[src/pmtu_pkg.sv]
// -----------------------------------------------------------------------------
// Path MTU report convergence: shared types and constants
// Register indexes, status codes, reset values and the state/result structs.
// -----------------------------------------------------------------------------
package pmtu_pkg;

   localparam int MtuWidth   = 16;
   localparam int WaitWidth  = 16;
   localparam int CfgWaitW   = 15;
   localparam int TypeWidth  = 8;
   localparam int CountWidth = 8;
   localparam int CsrAddrW   = 2;
   localparam int CsrDataW   = 15;

   localparam logic [CountWidth-1:0] RepeatMax = '1;

   // configuration register indexes
   localparam logic [CsrAddrW-1:0] CSR_MTU_PACKET_TYPE  = 2'd0;
   localparam logic [CsrAddrW-1:0] CSR_REPEAT_THRESHOLD = 2'd1;
   localparam logic [CsrAddrW-1:0] CSR_INITIAL_WAIT     = 2'd2;
   localparam logic [CsrAddrW-1:0] CSR_MAX_WAIT         = 2'd3;

   // reset values
   localparam logic [TypeWidth-1:0]  RST_MTU_PACKET_TYPE  = 8'd0;
   localparam logic [CountWidth-1:0] RST_REPEAT_THRESHOLD = 8'd5;
   localparam logic [CfgWaitW-1:0]   RST_INITIAL_WAIT     = 15'd60;
   localparam logic [CfgWaitW-1:0]   RST_MAX_WAIT         = 15'(4 * 60 * 60);

   typedef enum logic [1:0] {
      STATUS_HANDLED    = 2'd0,
      STATUS_WRONG_TYPE = 2'd1,
      STATUS_DROPPED    = 2'd2,
      STATUS_TICK       = 2'd3
   } status_type;

   typedef struct packed {
      logic [TypeWidth-1:0]  mtu_packet_type;
      logic [CountWidth-1:0] repeat_threshold;
      logic [CfgWaitW-1:0]   initial_wait;
      logic [CfgWaitW-1:0]   max_wait;
   } cfg_type;

   typedef struct packed {
      logic [MtuWidth-1:0]   max_seen_mtu;
      logic [CountWidth-1:0] repeat_count;
      logic [WaitWidth-1:0]  tick_counter;
      logic [WaitWidth-1:0]  wait_ticks;
   } state_type;

   typedef struct packed {
      logic                 listening;
      status_type           status;
      logic                 mtu_raised;
      logic [MtuWidth-1:0]  new_max_mtu;
      logic                 converged;
      logic [WaitWidth-1:0] current_wait;
   } result_type;

endpackage

[src/pmtu_step.sv]
// -----------------------------------------------------------------------------
// Path MTU report convergence: per-transaction update
// Next tracker state and result for one tick or packet, purely combinational.
// -----------------------------------------------------------------------------
module pmtu_step (
   input  pmtu_pkg::cfg_type                    cfg,
   input  pmtu_pkg::state_type                  cur,
   input  logic                                 op,
   input  logic                                 connected,
   input  logic [pmtu_pkg::TypeWidth-1:0]       packet_type,
   input  logic [pmtu_pkg::MtuWidth-1:0]        report_mtu,
   output pmtu_pkg::state_type                  nxt,
   output pmtu_pkg::result_type                 res
);

   logic                                 waiting;
   logic [pmtu_pkg::CountWidth-1:0]      rc_upd;
   logic [pmtu_pkg::MtuWidth-1:0]        max_upd;
   logic [pmtu_pkg::WaitWidth:0]         wait_dbl;
   logic [pmtu_pkg::WaitWidth:0]         wait_cap;
   logic [pmtu_pkg::WaitWidth-1:0]       wait_new;

   assign waiting = cur.tick_counter < cur.wait_ticks;

   always_comb begin
      rc_upd = '0;
      if (report_mtu == cur.max_seen_mtu) begin
         rc_upd = (cur.repeat_count != pmtu_pkg::RepeatMax) ?
                  cur.repeat_count + 1'b1 : cur.repeat_count;
      end
      max_upd = (report_mtu > cur.max_seen_mtu) ? report_mtu : cur.max_seen_mtu;

      // backoff: start at initial wait, then double; past the cap, restart
      wait_dbl = (cur.wait_ticks == '0) ?
                 (pmtu_pkg::WaitWidth+1)'(cfg.initial_wait) : {cur.wait_ticks, 1'b0};
      wait_cap = (pmtu_pkg::WaitWidth+1)'(cfg.max_wait);
      wait_new = (wait_dbl > wait_cap) ?
                 pmtu_pkg::WaitWidth'(cfg.initial_wait) : wait_dbl[pmtu_pkg::WaitWidth-1:0];
   end

   always_comb begin
      nxt            = cur;
      res.status     = pmtu_pkg::STATUS_TICK;
      res.mtu_raised = 1'b0;
      res.converged  = 1'b0;
      if (!connected) begin
         res.status = op ? pmtu_pkg::STATUS_DROPPED : pmtu_pkg::STATUS_TICK;
      end else if (waiting) begin
         if (op) begin
            res.status = pmtu_pkg::STATUS_DROPPED;
         end else begin
            nxt.tick_counter = cur.tick_counter + 1'b1;
         end
      end else if (op) begin
         if (packet_type != cfg.mtu_packet_type) begin
            res.status = pmtu_pkg::STATUS_WRONG_TYPE;
         end else begin
            res.status       = pmtu_pkg::STATUS_HANDLED;
            res.mtu_raised   = report_mtu > cur.max_seen_mtu;
            nxt.repeat_count = rc_upd;
            nxt.max_seen_mtu = max_upd;
            if (rc_upd == cfg.repeat_threshold) begin
               res.converged    = 1'b1;
               nxt.repeat_count = '0;
               nxt.max_seen_mtu = '0;
               nxt.tick_counter = '0;
               nxt.wait_ticks   = wait_new;
            end
         end
      end
      res.listening    = connected && (nxt.tick_counter >= nxt.wait_ticks);
      res.new_max_mtu  = nxt.max_seen_mtu;
      res.current_wait = nxt.wait_ticks;
   end

endmodule

[src/path_mtu_report_convergence.sv]
// -----------------------------------------------------------------------------
// Path MTU report convergence tracker
// Tracks the largest reported path MTU and backs off once reports converge.
// -----------------------------------------------------------------------------
// Usage:
//   req_* carries one transaction per tick or received packet: req_tuser is the
//   op (0 one-second tick, 1 packet); req_tdata holds connected, packet type
//   and MTU. rsp_* returns exactly one result transaction per request, in order.
//   csr_* writes the four configuration registers; write only while idle.
// Latency: the result is valid the cycle after the request is accepted.
// Throughput: one transaction per cycle while not stalled; the state update is a
//   single compare/increment/double pass between the state and the result register.
// Reset: synchronous; clears the tracker state, loads register defaults
//   (type 0, threshold 5, initial wait 60, max wait 14400) and empties the
//   result register.
// Stall: with rsp_tready low, the held result stays put and req_tready drops;
//   a request is still taken in the same cycle the held result is drained.
// -----------------------------------------------------------------------------
module path_mtu_report_convergence (
   input  logic                               clock,
   input  logic                               reset,
   // configuration
   input  logic                               csr_we,
   input  logic [pmtu_pkg::CsrAddrW-1:0]      csr_addr,
   input  logic [pmtu_pkg::CsrDataW-1:0]      csr_wdata,
   // request stream
   input  logic                               req_tvalid,
   output logic                               req_tready,
   input  logic [31:0]                        req_tdata,  // connected, packet_type, mtu
   input  logic                               req_tuser,  // op
   // result stream
   output logic                               rsp_tvalid,
   input  logic                               rsp_tready,
   // listening, mtu_raised, new_max_mtu, converged, current_wait
   output logic [39:0]                        rsp_tdata,
   output logic [1:0]                         rsp_tuser   // status
);

   pmtu_pkg::cfg_type    cfg_ff;
   pmtu_pkg::state_type  state_ff;
   pmtu_pkg::state_type  state_in;
   pmtu_pkg::result_type step_res;
   pmtu_pkg::result_type res_ff;
   logic                 rsp_valid_ff;
   logic                 rsp_valid_in;
   logic                 req_acc;

   assign req_tready   = !rsp_valid_ff || rsp_tready;
   assign req_acc      = req_tvalid && req_tready;
   assign rsp_valid_in = req_acc || (rsp_valid_ff && !rsp_tready);

   pmtu_step u_step (
      .cfg         (cfg_ff),
      .cur         (state_ff),
      .op          (req_tuser),
      .connected   (req_tdata[0]),
      .packet_type (req_tdata[8:1]),
      .report_mtu  (req_tdata[24:9]),
      .nxt         (state_in),
      .res         (step_res)
   );

   always_ff @(posedge clock) begin
      if (reset) begin
         cfg_ff.mtu_packet_type  <= pmtu_pkg::RST_MTU_PACKET_TYPE;
         cfg_ff.repeat_threshold <= pmtu_pkg::RST_REPEAT_THRESHOLD;
         cfg_ff.initial_wait     <= pmtu_pkg::RST_INITIAL_WAIT;
         cfg_ff.max_wait         <= pmtu_pkg::RST_MAX_WAIT;
      end else if (csr_we) begin
         case (csr_addr)
            pmtu_pkg::CSR_MTU_PACKET_TYPE: begin
               cfg_ff.mtu_packet_type <= csr_wdata[pmtu_pkg::TypeWidth-1:0];
            end
            pmtu_pkg::CSR_REPEAT_THRESHOLD: begin
               cfg_ff.repeat_threshold <= csr_wdata[pmtu_pkg::CountWidth-1:0];
            end
            pmtu_pkg::CSR_INITIAL_WAIT: begin
               cfg_ff.initial_wait <= csr_wdata[pmtu_pkg::CfgWaitW-1:0];
            end
            pmtu_pkg::CSR_MAX_WAIT: begin
               cfg_ff.max_wait <= csr_wdata[pmtu_pkg::CfgWaitW-1:0];
            end
            default: begin
            end
         endcase
      end
   end

   always_ff @(posedge clock) begin
      if (reset) begin
         state_ff     <= '0;
         rsp_valid_ff <= 1'b0;
      end else begin
         rsp_valid_ff <= rsp_valid_in;
         if (req_acc) begin
            state_ff <= state_in;
         end
      end
   end

   // payload only, no reset needed
   always_ff @(posedge clock) begin
      if (req_acc) begin
         res_ff <= step_res;
      end
   end

   assign rsp_tvalid = rsp_valid_ff;
   assign rsp_tuser  = res_ff.status;
   assign rsp_tdata  = {5'd0, res_ff.current_wait, res_ff.converged, res_ff.new_max_mtu,
                        res_ff.mtu_raised, res_ff.listening};

`ifndef SYNTHESIS
   // tick counter never runs past the wait in force
   a_tick_le_wait: assert property (@(posedge clock) disable iff (reset)
      state_ff.tick_counter <= state_ff.wait_ticks)
      else $error("tick counter above wait");

   // the wait only moves on a converging transaction
   a_wait_moves_on_conv: assert property (@(posedge clock)
      !reset && !(req_acc && step_res.converged) |=> $stable(state_ff.wait_ticks))
      else $error("wait changed without convergence");

   // a converged result is a handled packet that cleared tracking
   a_conv_result: assert property (@(posedge clock) disable iff (reset)
      rsp_valid_ff && res_ff.converged |->
         res_ff.status == pmtu_pkg::STATUS_HANDLED && res_ff.new_max_mtu == '0)
      else $error("converged result inconsistent");

   // each accepted transaction yields a valid result on the next cycle
   a_result_follows: assert property (@(posedge clock)
      !reset && req_acc |=> rsp_valid_ff)
      else $error("result missing after accept");
`endif

endmodule

[config.mk]
export PLATFORM = sky130hd
export DESIGN_NAME = path_mtu_report_convergence
export DESIGN_NICKNAME = d
export VERILOG_FILES = /design/src/pmtu_pkg.sv /design/src/pmtu_step.sv /design/src/path_mtu_report_convergence.sv
export SDC_FILE = /design/constraint.sdc
export NUM_CORES = 1
export LEC_CHECK = 0
export ABC_AREA = 1
export ABC_CLOCK_PERIOD_IN_PS = 12200
export BUFFER_PORTS_ARGS = -buffer_cell sky130_fd_sc_hd__buf_4
export CORE_ASPECT_RATIO = 0.8
export CORE_MARGIN = 1
export CORE_UTILIZATION = 40
export CTS_CLUSTER_SIZE = 14
export DETAILED_ROUTE_END_ITERATION = 7
export GPL_TIMING_DRIVEN = 0
export PLACE_DENSITY = 0.57
export SYNTH_ARGS = -nofsm -noshare
export SYNTH_HDL_FRONTEND = slang
export SYNTH_SLANG_ARGS = --single-unit
[constraint.sdc]
create_clock -name clock -period 12.2 [get_ports clock]
set_input_delay 2.44 -clock clock [delete_from_list [all_inputs] [get_ports clock]]
set_output_delay 2.44 -clock clock [all_outputs]
set_load 0.05 [all_outputs]
* Word-level counts from Yosys, hierarchy flattened
Cells that the tools add are included. Widths: inputs -> output; s select.
Cells by class: $add $sub $neg 2, multiply operators 0, divide/modulo/power cells 0, $lt $le $gt $ge 4, eq/ne operators 7, shift operators 0, multiplexer cells 20, bitwise operators 4, reduce and logical (&&, ||, !) cells 15
Operators by type and width (number):
- $mux 56 | 4
- $mux 16 | 5
- $mux 24 | 1
- $gt 17x15->1 | 1
- $mux 17 | 1
- $add 16x1->16 const B | 1
- $eq 16x16->1 | 1
- $ge 16x16->1 | 1
- $gt 16x16->1 | 1
- $logic_not 16->1 | 1
- $lt 16x16->1 | 1
- $mux 8 | 2
- $add 8x1->8 const B | 1
- $eq 8x8->1 | 1
- $ne 8x8->1 | 1
- $ne 8x8->1 const B | 1
- $reduce_and 2->1 | 4
- $reduce_and 5->1 | 1
- $eq 2x2->1 const B | 2
- $mux 1 | 4
- $mux 2 | 2
- $not 1->1 | 4
- $reduce_or 4->1 | 1
- $logic_and 1x1->1 | 3
- other kinds (5) | 7
Storage, ports and cells: register bits 140, bits in latches 0, memory bits (writable) 0, bits in read-only memories 0, input bits 55, word-level logic and storage cells 67, memories kept 0

* Logic depth before layout (Yosys ltp)
word-level depth 11, mapped depth 31, mapped depth without buffers 28

* Hierarchy
A second synthesis with hierarchy kept.
Second synthesis, totals: cell total of the unflattened synthesis 1447, area, all modules 9554.2 um^2
By module, submodules not included:
- path_mtu_report_convergence | times used 1, cells an instance 696, area an instance 5506.5 um^2, sequential area each 3173.0 um^2
- pmtu_step | times used 1, cells an instance 751, area an instance 4047.6 um^2, sequential area each 0.0 um^2

* Least setup slack after synthesis
No wires, ideal clock.
path kind input-to-reg, start point input port req_tdata[20], end point register res_ff (netlist bit rsp_tdata[0]), data pin, library setup time 0.250 ns, arrival 5.146 ns, data required time 11.950 ns, slack 6.804 ns, cell stages on the path 25, path through ha_1 > nand2_1 > nor2_1 > nand2_2 > nor2_4 > buf_6 > nand3_1 > nand2_1 > nand2_1 > nor2_2 > nand2_4 > nor2_8 > nand2_4 > buf_6 > nand2_2 > nand2_2 > ha_1 > a21oi_1 > nor2_1 > a211oi_1 > o221ai_1 > nand2_1 > nand3_1 > nand2_1 > inv_1
RTL lines:
- start: declaration | RTL line path_mtu_report_convergence.sv:29 | input logic [31:0] req_tdata,
- end signal: assignment | RTL line path_mtu_report_convergence.sv:104 | res_ff <= step_res;
- end: declaration | RTL line path_mtu_report_convergence.sv:43 | pmtu_pkg::result_type res_ff;

==> results by group <==
Outcome
  – Status: finished clean

Hold path
  – Type of the worst min-delay path: register to register
  – Hold path cells: 2

Setup path
  – CP Max Fanout: 10
  – Crit path arrival time: 6.26 ns
  – Critical path class: primary input to register
  – CP startpoint kind: primary input
  – WP data required: ~12 ns
  – Reg2Reg Depth: 31
  – Crit end category: register

Placement
  – Post-placement cell area: 9720 um^2
  – Port Buffers: 84
  – Final Wtd Congestion: 0.872
  – HPWL after DPL: between 15000 and 20000 um
  – Post-place setup slack: 5.79 ns

Clock tree
  – Maximum root-to-sink buffer count: 2
  – Post-CTS Setup Repair Bufs: 0
  – H-tree depth: 4
  – Clk slew on worst S/H paths: 0.07 ns
  – Clk root buf: clkbuf_16
  – CTS Hold Bufs: 0
  – CTS tree: built
  – CTS sink count: 140
  – Worst-Skew Late Latency: approximately 0.43 ns
  – Post-CTS sizing: 0
  – TritonCTS Buffers: 17

Pwr
  – Leakage power: 5.15 nW
  – Peak supply drop: 0.0709 mV
  – PD cells: 129 nW/um^2

Die
  – Rows: 47
  – Die ar.: roughly 22000 um^2
  – Die Wd: 167 um
  – Initial Utilization: between 40% and 50%
  – Die H: 134 um
  – Core ar.: 21100 um^2
  – Ports: 99

STA
  – Fmax: 165 MHz
  – Pins Over Slew Limit: 0
  – Minimum clock period: 6.07 ns
  – RSZ-0062 raised after global routing: no
  – Setup TNS: 0 ns
  – Relative slew slack: 48.9%
  – Final hold violation count: 0
  – Worst Tran Pin Value: 0.767 ns
  – Min setup slack post-route: ~6 ns
  – Setup Skew: 0.0129 ns
  – Final worst-path cycle share: 49.8%
  – Final setup viols: 0

Synthesis
  – Synth Register Bits: 140
  – Sequential-to-total area share from yosys stat: 36.4%
  – Mapped cell area: between 8000 and 9000 um^2
  – Synth warn: 0
  – Avg Cell Area, Syn: around 7.0 um^2
  – Count of mapped cells out of synthesis: ~1.2k
  – Cell variety after synth: 43

Final layout
  – # diodes: 0
  – Final Net Count: 1476
  – Share of cells above drive strength 1: 13.2%
  – Post-Route Utilization: 49.0%
  – Fill count: around 2.2k
  – Syn-to-layout area delta: 18.3%
  – Fin area: approximately 10000 um^2

GRT
  – Global-route wire length before repair: a little under 40000 um
  – Initial antenna violation count: 0
  – Largest net degree at the start of global routing: 38
  – GRT Overall Usage: 22.6%
  – Number of global-route vias before repair: 7220
  – Gr ovfl total: 0

Drt
  – DRT iter0 DRCs: 599
  – DRC Markers: 0
  – Wire length per cell: 15.2 um
  – Post-Route WL: 24800 um
  – Drt pass-1 iters: 5
  – Via count: 8188
  – Post-DR vias/cell: 5.00
  – DRT antenna net count: 0

Job
  – Max Cap Viol: 0
==> area by class of cell <==
| cell class | count | area, um^2 | share of cell area (%) |
|---|---|---|---|
| multi-input combinational | 846 | 4520 | 43.8 |
| sequential | 140 | 3170 | 30.8 |
| inverter | 219 | 822 | 7.97 |
| timing repair buffer | 85 | 651 | 6.31 |
| clock buffer | 17 | 425 | 4.13 |
| tap | 269 | 337 | 3.26 |
| buffer | 48 | 223 | 2.16 |
| clock inverter | 15 | 163 | 1.58 |
==> registers in the layout, summed over array words and instances, names as in the netlist <==
| signal | flops |
|---|---|
| rsp_tvalid | 1 |
| cfg_ff | 46 |
| rsp_tdata | 35 |
| rsp_tuser | 2 |
| state_ff | 56 |
==> worst max-delay path, cell delays in order <==
cell and delay, ns:
buf_4 0.12, ha_1 0.29, nand2_1 0.08, nor2_2 0.19, nand3_1 0.10, nor2_1 0.36, nand3_1 0.12, nand2_1 0.10
nand3_1 0.08, nor2_2 0.25, nand4_1 0.36, buf_2 0.32, nand4_1 0.11, nand2_1 0.09, ha_1 0.31, a21oi_1 0.15
nor2_1 0.05, a211oi_1 0.31, o221ai_1 0.18, nand2_1 0.09, nand3_1 0.06, nand2_1 0.06, inv_1 0.04
==> report_power, final <==
part           leakage [nW]  internal, W  switching, W  total [W]
Combinational          3.65    0.0000885      0.000187   0.000276
Sequential             1.22     0.000507     0.0000175   0.000525
Clock                 0.281     0.000304      0.000224   0.000527
Total                  5.15     0.000900      0.000428    0.00133
==> final timing paths <==
kind                            slack (ns)           from      endpoint
worst max-delay path                  6.13  req_tdata[16]  rsp_tdata[0]
worst min-delay path                  0.46     cfg_ff[43]    cfg_ff[43]
worst max register to register        6.70   state_ff[15]  rsp_tdata[0]
worst min register to register        0.46     cfg_ff[43]    cfg_ff[43]
==> metrics by stage <==
step / hold slack, ns / total power [W] / instances
detailed placement: 0.450 / 0.000808 / 1607
finish: 0.461 / 0.00133 / 1639
floorplan: 0.435 / 0.000720 / 1253
global placement: 0.444 / 0.000804 / 1606
global route: 0.477 / 0.00139 / 1639
CTS: 0.465 / 0.00134 / 1639
==> synth_stat cells (all sizes together) <==
cell    count  area [um^2]
clkinv      1         3.75
a21oi     117          619
o21ai     132          664
a211oi      3         22.5
a21o        1         7.51
o211ai      5         37.5
nor3b       2         15.0
nor2      105          455
xor2        2         17.5
or2         3         18.8
nor4        2         12.5
buf        12         86.3
dfxtp     103         2060
xnor2       2         17.5
o221ai      1         8.76
o31a        1         8.76
inv       218          818
nand3      68          350
clkbuf     36          135
conb        1         3.75
nand4      18          113
nor3       17         95.1
ha         64          801
o21a        1         7.51
nand3b      6         45.0
edfxtp     37         1110
o21bai      4         30.0
nand2     287         1150
==> logic make-up after synthesis <==
family	share of synthesized area (%)
fa+ha+maj	9.18
buf+inv	12.0
compound gates	16.1
flops	36.4
other cells	0.0430
simple gates	25.9
xor+xnor	0.402
==> placed cells by master, fill, tap and decap left out, types with 6 or more instances in the layout <==
cell type / netlist / layout
ha_1: 64 / 64
inv_1: 214 / 214
edfxtp_1: 37 / 37
nor3_1: 15 / 15
nand2_2: 21 / 21
dfxtp_1: 103 / 103
nand3_1: 66 / 66
buf_4: 6 / 90
o21ai_0: 129 / 129
nand3b_1: 6 / 6
clkbuf_1: 36 / 35
a21oi_2: 9 / 9
a21oi_1: 108 / 108
nand2_1: 263 / 263
nor2_1: 96 / 96
nand4_1: 18 / 18
clkbuf_16: 0 / 17
==> metal layers <==
| layer | vias up | track usage (%) | share of wire [%] |
|---|---|---|---|
| met1 | 3711 | 35.5 | 53 |
| li1 | 4249 | - | - |
| met5 | - | 0 | 0 |
| met4 | 0 | 5.20 | 0.75 |
| met2 | 213 | 32.2 | 41 |
| met3 | 15 | 2.92 | 4.8 |
Note: power is estimated with default switching activity, not from simulation.
